--- src/bgauge_pkg.sv ---
// Shared types and constants for the battery gauge step block.
// No dependencies; imported by battery_gauge_step_top and bgauge_chk.
package bgauge_pkg;

  // Field widths
  localparam int BUS_W    = 16;
  localparam int SHUNT_W  = 16;
  localparam int MV_W     = 17;
  localparam int PCT_W    = 7;
  localparam int THR_W    = 17;
  localparam int CFG_IDX_W = 1;
  localparam int CFG_DATA_W = 17;

  // Divider sizing: numerator is at most 1100 * 10 = 11000
  localparam int DIV_W     = 14;
  localparam int DIV_CNT_W = $clog2(DIV_W);

  // Register indexes
  localparam logic [CFG_IDX_W-1:0] REG_THRESHOLD = 1'b0;
  localparam logic [CFG_IDX_W-1:0] REG_POLARITY  = 1'b1;

  // Reset values
  localparam logic [THR_W-1:0] THRESHOLD_RESET = 17'd200;
  localparam logic             POLARITY_RESET  = 1'b1;

  // Discharge curve: voltage breakpoints and percent at each
  localparam int CURVE_PTS = 8;
  localparam logic [MV_W-1:0] CURVE_MV [CURVE_PTS] = '{
    17'd6000, 17'd7100, 17'd7320, 17'd7480,
    17'd7700, 17'd7900, 17'd8140, 17'd8300
  };
  localparam logic [PCT_W-1:0] CURVE_PC [CURVE_PTS] = '{
    7'd0, 7'd10, 7'd20, 7'd40, 7'd60, 7'd75, 7'd90, 7'd100
  };
  localparam logic [PCT_W-1:0] PCT_MAX = 7'd100;

  // Sequencer states
  typedef enum logic [2:0] {
    ST_IDLE,
    ST_CALC,
    ST_SEG,
    ST_DIV,
    ST_FIN
  } bgauge_state_t;

endpackage

--- src/battery_gauge_step_top.sv ---
// Battery gauge step: raw monitor readings to charge flag, smoothed mV and percent.
// Depends on bgauge_pkg for widths, register codes, curve table and state type.
// A result shows on out_valid after the input passes CALC, SEG, the divide steps and FIN.
// One item at a time: the 14-step shift/subtract divider that interpolates the curve
// finishes before the next item is taken, and in_ready is high only while idle.
// Reset (synchronous, active high): threshold 200 uV, negative polarity, average
// cleared to unseeded, no result pending.
module battery_gauge_step_top (
  input  logic                                 clk,
  input  logic                                 rst,
  input  logic                                 in_valid,
  output logic                                 in_ready,
  input  logic [bgauge_pkg::BUS_W-1:0]         bus_raw,
  input  logic signed [bgauge_pkg::SHUNT_W-1:0] shunt_raw,
  output logic                                 out_valid,
  input  logic                                 out_ready,
  output logic                                 charging,
  output logic [bgauge_pkg::MV_W-1:0]          avg_millivolts,
  output logic [bgauge_pkg::PCT_W-1:0]         percent,
  input  logic                                 cfg_we,
  input  logic [bgauge_pkg::CFG_IDX_W-1:0]     cfg_index,
  input  logic [bgauge_pkg::CFG_DATA_W-1:0]    cfg_data
);
  import bgauge_pkg::*;

  bgauge_state_t state, state_next;

  // Configuration and persistent state
  logic [THR_W-1:0] threshold;
  logic             polarity;
  logic [MV_W-1:0]  smoothed;

  // Captured transaction and work registers
  logic [BUS_W-1:0]          bus_r;
  logic signed [SHUNT_W-1:0] shunt_r;
  logic                      charge_r;
  logic [PCT_W-1:0]          base_pct;
  logic [DIV_W-1:0]          div_den;
  logic [DIV_W-1:0]          div_rem;
  logic [DIV_W-1:0]          div_q;
  logic [DIV_CNT_W-1:0]      div_cnt;

  // Conversion and averaging datapath
  logic [18:0]        bus_x5;
  logic [MV_W-1:0]    bus_mv;
  logic signed [18:0] shunt_x5;
  logic signed [18:0] shunt_micro;
  logic signed [18:0] signed_uv;
  logic               charge_calc;
  logic signed [18:0] avg_diff;
  logic signed [18:0] avg_step;
  logic signed [18:0] avg_sum;
  logic [MV_W-1:0]    avg_new;

  // Curve segment datapath
  logic [2:0]        seg_idx;
  logic [MV_W-1:0]   seg_off;
  logic [PCT_W-1:0]  seg_rise;
  logic [MV_W-1:0]   seg_span;
  logic [DIV_W-1:0]  seg_num;
  logic [PCT_W-1:0]  seg_base;
  logic [DIV_W-1:0]  seg_den;
  logic [DIV_W-1:0]  seg_numsel;
  logic [20:0]       seg_prod;

  // Divider step
  logic [DIV_W:0]    div_trial;
  logic              div_bit;

  // Rounding
  logic [PCT_W-1:0]  pct_raw;
  logic [PCT_W-1:0]  pct_p2;
  logic [14:0]       pct_scaled;
  logic [4:0]        pct_fives;
  logic [PCT_W-1:0]  pct_round;
  logic [PCT_W-1:0]  pct_final;

  // Convert raw counts; bus * 5 / 4 and shunt * 5 / 2 toward zero
  always_comb begin
    bus_x5      = {1'b0, bus_r, 2'b00} + {3'b000, bus_r};
    bus_mv      = bus_x5[18:2];
    shunt_x5    = (19'(shunt_r) <<< 2) + 19'(shunt_r);
    shunt_micro = (shunt_x5 + ((shunt_x5 < 0) ? 19'sd1 : 19'sd0)) >>> 1;
    signed_uv   = polarity ? -shunt_micro : shunt_micro;
    charge_calc = signed_uv > $signed({2'b00, threshold});
    avg_diff    = $signed({2'b00, bus_mv}) - $signed({2'b00, smoothed});
    avg_step    = (avg_diff + ((avg_diff < 0) ? 19'sd7 : 19'sd0)) >>> 3;
    avg_sum     = $signed({2'b00, smoothed}) + avg_step;
    avg_new     = (smoothed == '0) ? bus_mv : avg_sum[MV_W-1:0];
  end

  // Pick the curve segment holding the stored average
  always_comb begin
    seg_idx = 3'd7;
    for (int i = CURVE_PTS - 1; i >= 1; i--) begin
      if (smoothed <= CURVE_MV[i]) seg_idx = 3'(i);
    end
    seg_off  = smoothed - CURVE_MV[seg_idx - 3'd1];
    seg_rise = CURVE_PC[seg_idx] - CURVE_PC[seg_idx - 3'd1];
    seg_span = CURVE_MV[seg_idx] - CURVE_MV[seg_idx - 3'd1];
    seg_prod = 21'(seg_off[10:0]) * 21'(seg_rise[4:0]);
    seg_num  = seg_prod[DIV_W-1:0];
    if (smoothed <= CURVE_MV[0]) begin
      seg_base   = CURVE_PC[0];
      seg_numsel = '0;
      seg_den    = DIV_W'(1);
    end else if (smoothed >= CURVE_MV[CURVE_PTS-1]) begin
      seg_base   = CURVE_PC[CURVE_PTS-1];
      seg_numsel = '0;
      seg_den    = DIV_W'(1);
    end else begin
      seg_base   = CURVE_PC[seg_idx - 3'd1];
      seg_numsel = seg_num;
      seg_den    = seg_span[DIV_W-1:0];
    end
  end

  // One restoring divide step
  always_comb begin
    div_trial = {div_rem, div_q[DIV_W-1]};
    div_bit   = div_trial >= {1'b0, div_den};
  end

  // Round to a multiple of five: floor(x / 5) as x * 205 >> 10 for x <= 102
  always_comb begin
    pct_raw    = base_pct + div_q[PCT_W-1:0];
    pct_p2     = pct_raw + 7'd2;
    pct_scaled = 15'(pct_p2) * 15'd205;
    pct_fives  = pct_scaled[14:10];
    pct_round  = {pct_fives, 2'b00} + {2'b00, pct_fives};
    pct_final  = (pct_round > PCT_MAX) ? PCT_MAX : pct_round;
  end

  // Sequencer state register
  always_ff @(posedge clk) begin
    if (rst) begin
      state <= ST_IDLE;
    end else begin
      state <= state_next;
    end
  end

  // Next state and handshake
  always_comb begin
    state_next = state;
    in_ready   = 1'b0;
    unique case (state)
      ST_IDLE: begin
        in_ready = 1'b1;
        if (in_valid) state_next = ST_CALC;
      end
      ST_CALC: state_next = ST_SEG;
      ST_SEG:  state_next = ST_DIV;
      ST_DIV: begin
        if (div_cnt == '0) state_next = ST_FIN;
      end
      ST_FIN: begin
        if (!out_valid || out_ready) state_next = ST_IDLE;
      end
      default: state_next = ST_IDLE;
    endcase
  end

  // Configuration writes
  always_ff @(posedge clk) begin
    if (rst) begin
      threshold <= THRESHOLD_RESET;
      polarity  <= POLARITY_RESET;
    end else if (cfg_we) begin
      unique case (cfg_index)
        REG_THRESHOLD: threshold <= cfg_data[THR_W-1:0];
        REG_POLARITY:  polarity  <= cfg_data[0];
        default: ;
      endcase
    end
  end

  // Average state and output valid
  always_ff @(posedge clk) begin
    if (rst) begin
      smoothed  <= '0;
      out_valid <= 1'b0;
    end else begin
      if (state == ST_CALC) smoothed <= avg_new;
      if (state == ST_FIN && (!out_valid || out_ready)) begin
        out_valid <= 1'b1;
      end else if (out_ready) begin
        out_valid <= 1'b0;
      end
    end
  end

  // Work registers: capture, segment setup, divide iterations, result load
  always_ff @(posedge clk) begin
    case (state)
      ST_IDLE: begin
        bus_r   <= bus_raw;
        shunt_r <= shunt_raw;
      end
      ST_CALC: charge_r <= charge_calc;
      ST_SEG: begin
        base_pct <= seg_base;
        div_den  <= seg_den;
        div_q    <= seg_numsel;
        div_rem  <= '0;
        div_cnt  <= DIV_CNT_W'(DIV_W - 1);
      end
      ST_DIV: begin
        div_rem <= div_bit ? DIV_W'(div_trial - {1'b0, div_den}) : div_trial[DIV_W-1:0];
        div_q   <= {div_q[DIV_W-2:0], div_bit};
        div_cnt <= div_cnt - 1'b1;
      end
      ST_FIN: begin
        if (!out_valid || out_ready) begin
          charging       <= charge_r;
          avg_millivolts <= smoothed;
          percent        <= pct_final;
        end
      end
      default: ;
    endcase
  end

endmodule

--- config.mk ---
export PLATFORM = sky130hd
export DESIGN_NAME = battery_gauge_step_top
export DESIGN_NICKNAME = d
export VERILOG_FILES = /design/src/bgauge_pkg.sv /design/src/battery_gauge_step_top.sv
export SDC_FILE = /design/constraint.sdc
export NUM_CORES = 1
export LEC_CHECK = 0
export BUFFER_PORTS_ARGS = -buffer_cell sky130_fd_sc_hd__buf_2
export CORE_UTILIZATION = 57
export DETAILED_ROUTE_END_ITERATION = 8
export PLACE_DENSITY = 0.83
export SLEW_MARGIN = 20
export SYNTH_ARGS = -nofsm -noshare
export SYNTH_HDL_FRONTEND = slang
export SYNTH_SLANG_ARGS = --single-unit
--- constraint.sdc ---
create_clock -name clk -period 7.7 [get_ports clk]
set_input_delay 1.155 -clock clk [delete_from_list [all_inputs] [get_ports clk]]
set_output_delay 1.155 -clock clk [all_outputs]
set_load 0.005 [all_outputs]
==> results.md, run 1 <==
- Die width: ~160 um
- Status: complete, but fails checks
- Slowest cell delay on critical path: 0.46 ns
- WL/cell: 16.3 um
- Initial antenna violation count: 0
- Clock Sinks: 149
- Cell Rows: 58
- Clock root buffer: clkbuf_16
- Iteration count of the initial detailed-routing pass: 5
- H-tree levels: 4
- Largest net degree at the start of global routing: 40
- Overflow after GRT: 0
- Post-synth EDFFs: 110
- Fillers: 1895
- Setup crit start kind: register
- Die Y: 162 um
- # Max-Cap Violations: 0
- Synth-to-Final Area Change: 17.4%
- Clock Latency Late Sink: 0.45 ns
- CTS Buf Count: 17
- Tmin final: 7.97 ns
- Starting Density: 58.3%
- Async set-reset flop share out of synthesis: 0%
- Setup violators final: 1
- Yosys reg bits: 149
- DRC errors left: 0
- Nets@finish: roughly 2100
- Seq. cell area: just over 4000 um2
- Mapped Cells: 1655
- Achievable Freq: 125 MHz
- Final Hold Viols: 0
- Vias per cell: 5.89
- Post-Syn Nets: 1943
- Synthesis warning total: 0
- Pre-CTS WS: -0.456 ns
- First-pass GRT wire length: 57500 um
- Fin crit share: 104%
- Prevailing post-synth register cell: edfxtp_1
- I/O Pins: 82
- 1st-iter DRT viols: 820
- Slew HR: between 40% and 50%
- Clock Skew: 0.0172 ns
- GP Congestion: 0.957
- Reg clk slew, reported paths: approximately 0.06 ns
- Failing checks: setup timing
- CP max-delay cell: or4_4
- CTS Hold Buffers Added: 0
- CTS tree: yes
- Worst Tran Pin Value: approximately 0.88 ns
- Vias in the first global route: 12594
- Crit-path most repeated cell: a21oi_2
- RSZ-0062 raised after global routing: yes
- Setup WS post-layout: -0.273 ns
- CP arrival: 8.30 ns
- Layout cells sized above 1: 18.1%
- Vias: 12883
- Max-slew violation count: 0
- Area of the multi-input gates: 10100 um2
- Synthesized area per cell: 8.86 um2
- Final wirelength: 35700 um
- I/O Buffers: 81
- Post-DP HPWL: 27700 um
- Core area: between 20000 and 30000 um2
- Register area share after synthesis: 27.8%
- Req. time, crit path: between 8 and 9 ns
- Die area: around 26000 um2
- Gr usage total: about 27%
- Setup crit end kind: register
- Number of library cell types mapped by synthesis: 74
- Setup CP Type: reg2reg
- Clock Tree Buf Depth: 2
- ANT cells: 0
- CP max FO: 3
- Detail Route Antenna Nets: 0
- Synthesized cell area: 14700 um2
- Tightest Hold Check Type: reg2reg
metrics by stage:
step                      instances  TNS, ns  hold WS, ns  cell area (um2)  utilization, %
after floorplan                1655  -0.0537        0.400            14700               -
after global placement         2142   -0.184        0.406            16200            64.5
after detailed placement       2142   -0.896        0.417            16200            64.5
after CTS                      2176   -0.154        0.431            16900            67.2
after global routing           2187    -1.44        0.434            17200            68.4
final                          2187   -0.273        0.428            17200            68.4
synthesized netlist by cell type (13+ instances only):
master | n | area [um2]
or2_2 | 24 | 150
or3_1 | 13 | 81.3
nor4_1 | 15 | 93.8
a31oi_1 | 15 | 93.8
a21o_1 | 35 | 263
nand4_1 | 16 | 100
nor2b_1 | 24 | 150
nor3_1 | 34 | 170
o21a_1 | 18 | 135
edfxtp_1 | 110 | 3300
o21bai_1 | 16 | 120
nor2_1 | 157 | 589
fa_1 | 41 | 821
mux2i_1 | 14 | 140
xor2_1 | 43 | 377
inv_1 | 162 | 608
nand2_1 | 135 | 507
nand2b_1 | 17 | 106
nand3_1 | 26 | 130
o31ai_1 | 17 | 128
a211oi_1 | 21 | 158
clkbuf_1 | 32 | 120
xnor2_1 | 106 | 928
o21ai_0 | 66 | 330
ha_1 | 192 | 2400
a21oi_1 | 104 | 521
dfxtp_1 | 39 | 781
layer usage:
metal	up-vias	global-route usage (%)	wire (um)
met4	0	13.6	1440
met3	111	3.95	1680
met2	416	50.3	18300
met5	-	0	0
li1	6300	-	-
met1	6056	30.0	14300
critical path, delay by kind of cell (launching register included):
kind,cells,cell delay [ns]
adders and majority gates,5,1.43
and+or+nand+nor,8,1.75
buffers and inverters,2,0.29
AOI/OAI and AO/OA,21,3.34
xor gates and xnor gates,4,0.60
DFF,1,0.44
cells by family (layout without fill, tap and decap cells):
logic type,Yosys count,count (layout),synth area share (%)
adders and majority gates,233,233,22.0
and+or+nand+nor,517,517,17.2
xor gates and xnor gates,151,151,9.16
AOI/OAI and AO/OA,387,387,17.5
muxes,16,16,1.11
DFF,149,149,27.8
buffers and inverters,202,404,5.20
layout by cell type (no fill, tap or decap), drive strengths merged, types with 18 or more instances in the layout:
cell and count:
xnor2 106, ha 192, nand3 26, nor3 34
o21a 18, buf 206, a21o 35, dfxtp 39
xor2 44, nor2b 24, o21ai 66, or2 24
a211oi 23, clkbuf 23, nand2 135, a21oi 104
nor2 157, fa 41, edfxtp 110, inv 169
worst paths after layout:
kind	slack, ns	endpoint	cells past startpoint	startpoint
max	-0.27	smoothed[16]$_SDFFE_PP0P_	40	bus_r[2]$_DFFE_PP_
min	0.43	charging$_DFFE_PP_	0	charge_r$_DFFE_PP_
max reg2reg	-0.27	smoothed[16]$_SDFFE_PP0P_	40	bus_r[2]$_DFFE_PP_
min reg2reg	0.43	charging$_DFFE_PP_	0	charge_r$_DFFE_PP_
registers in the layout, summed over array words and instances, names as in the netlist, 13 cells and up:
name and count:
avg_millivolts 17, bus_r 16, div_den 13, div_q 14
div_rem 14, shunt_r 16, smoothed 17, threshold 17
cell type report:
class | instances | area share [%]
Clock buffer | 23 | 3.03
Clock inverter | 9 | 0.443
Inverter | 166 | 3.62
Multi-Input combinational cell | 1304 | 58.9
Sequential cell | 149 | 23.7
Tap cell | 330 | 2.40
Timing Repair Buffer | 206 | 7.85
what timing repair did:
| item | CTS | global route |
|---|---|---|
| setup buffers | 2 | 11 |
| endpoints found under the setup margin | 6 | 12 |
| pin swaps | 8 | 52 |
| gates resized for setup | 17 | 55 |
Power of run 1 is left out: the tool's default activity adds up to more than one toggle a clock period on the data nets, which glitch-free logic cannot reach.
==> run 2: changes to the inputs <==
Settings changed: SETUP_SLACK_MARGIN from default to 0.5.
==> results.md, run 2 (same netlist as run 1, synthesis figures left out) <==
- Detail Route Antenna Nets: 0 (unchanged)
- Status: complete, but fails checks
- Achievable Freq: 125 MHz (about the same)
- Fin crit share: 104% (about the same)
- ANT cells: 0 (unchanged)
- CP arrival: 8.30 ns (about the same)
- Iteration count of the initial detailed-routing pass: 5 (unchanged)
- Tightest Hold Check Type: reg2reg
- Launch point of the worst path: bus_r[1]$_DFFE_PP_
- Post-DP HPWL: 27500 um (-0.75%)
- GP Congestion: 0.973 (+1.7%)
- Initial antenna violation count: 0 (unchanged)
- Largest net degree at the start of global routing: 40 (unchanged)
- Area of the multi-input gates: 10400 um2 (+2.2%)
- I/O Pins: 82 (unchanged)
- Layout cells sized above 1: 20.3% (+2.1 points)
- Gr usage total: 28.0% (+0.85 points)
- Setup CP Type: reg2reg
- Overflow after GRT: 0 (unchanged)
- Die width: 162 um (unchanged)
- Vias: 13042 (+1.2%)
- Req. time, crit path: 8.02 ns (about the same)
- Biggest regs: avg_millivolts: 17 flops, smoothed: 17 flops, threshold: 17 flops
- Vias in the first global route: 12695 (+0.80%)
- Setup crit start kind: register
- Tmin final: 7.98 ns (+0.00324 ns)
- Fillers: 1868 (-1.4%)
- Max-slew violation count: 0 (unchanged)
- Setup WS post-layout: -0.277 ns (-0.00324 ns)
- Clock Tree Buf Depth: 2 (unchanged)
- Clock Sinks: 149 (unchanged)
- Cell Rows: 58 (unchanged)
- Vias per cell: 5.93 (+0.59%)
- Commonest non-fill, non-tap cell in the layout: ha_1
- Most frequent cells in the layout: 182 x ha_1, 162 x inv_1, 155 x nor2_1
- CTS Buf Count: 17 (unchanged)
- CP max-delay cell: or4_4
- Reg clk slew, reported paths: 0.06 ns (about the same)
- Setup violators final: 2 (+1)
- Setup crit end kind: register
- Core area: 25200 um2 (unchanged)
- Die area: 26400 um2 (unchanged)
- Clock root buffer: clkbuf_16
- Critical R2R Launch: bus_r[1]$_DFFE_PP_
- I/O Buffers: 81 (unchanged)
- Seq. cell area: 4090 um2 (about the same)
- Final Hold Viols: 0 (unchanged)
- DRC errors left: 0 (unchanged)
- Slew HR: 38.1% (-2.8 points)
- Hold slack: 0.424 ns (-0.00355 ns)
- RSZ-0062 raised after global routing: yes
- Synth-to-Final Area Change: 19.5%
- Final core utilization: 69.7% (+1.3 points)
- Setup TNS: -0.519 ns (-0.246 ns)
- Nets@finish: 2146 (+0.66%)
- Worst Tran Pin Value: 0.926 ns (+0.0418 ns)
- First-pass GRT wire length: 59100 um (+2.7%)
- # Max-Cap Violations: 0 (unchanged)
- Slowest cell delay on critical path: 0.54 ns (+0.08 ns)
- Starting Density: 58.3% (unchanged)
- Crit-path most repeated cell: o21ai_2
- CTS tree: yes
- WL/cell: 17.1 um (+4.4%)
- Final wirelength: 37500 um (+5.1%)
- Clock Skew: 0.0117 ns (-0.00552 ns)
- Clock Latency Late Sink: 0.45 ns (about the same)
- CP max FO: 3 (unchanged)
- Die Y: 162 um (unchanged)
- HP Start: charge_r$_DFFE_PP_
- 1st-iter DRT viols: 965 (+18%)
- Failing checks: setup timing
- H-tree levels: 4 (unchanged)
==> run 2: cell count changes in the layout (fill, tap and decap cells not counted), moves of 5 or more <==
cell | previous run | this run
o21ai_2 | 4 | 10
a21oi_4 | 0 | 6
ha_1 | 189 | 182
buf_6 | 2 | 7
a21oi_1 | 90 | 81
buf_4 | 123 | 132
==> run 2: through the flow <==
step | std cells | setup slack [ns] | instance area [um2]
2_1_floorplan | 1655 | 0.0958 | 14800
5_1_grt | 2201 | -0.577 | 17500
4_1_cts | 2188 | -0.155 | 17100
6_report | 2201 | -0.277 | 17500
3_5_place_dp | 2140 | -0.398 | 16300
3_3_place_gp | 2140 | -0.105 | 16300
==> run 2: layout make-up <==
class                           instances  area share [%]
Clock buffer                           23            2.87
Clock inverter                          9           0.378
Inverter                              166            3.55
Multi-Input combinational cell       1304            59.1
Sequential cell                       149            23.3
Tap cell                              330            2.35
Timing Repair Buffer                  220            8.41
==> run 2: layer usage <==
layer	wire length [um]	global-route usage, %	up-vias
met1	14900	32.2	6146
met3	1800	4.15	138
met2	19000	50.4	445
li1	-	-	6313
met5	0	0	-
met4	1800	14.1	0
==> run 2: worst paths after layout <==
path | slack, ns | endpoint | cells past startpoint
max reg2reg | -0.28 | smoothed[16]$_SDFFE_PP0P_ | 38
min reg2reg | 0.42 | charging$_DFFE_PP_ | 0
min | 0.42 | charging$_DFFE_PP_ | 0
max | -0.28 | smoothed[16]$_SDFFE_PP0P_ | 38
==> run 2: timing repair <==
| action | CTS | global route |
|---|---|---|
| gates resized for setup | 26 | 66 |
| setup endpoints to repair | 17 | 24 |
| hold buffers | 0 | 0 |
| buffers inserted | 16 | 13 |
| pin swaps | 38 | 42 |
==> run 2: worst max-delay path: cells and delay by family (launching register included) <==
kind            cells  cell delay (ns)
xor+xnor            3             0.51
simple gates        8             1.77
fa+ha+maj           4             1.29
flops               1             0.42
compound gates     21             3.59
buf+inv             2             0.25
Power of run 2 is left out for the same reason.
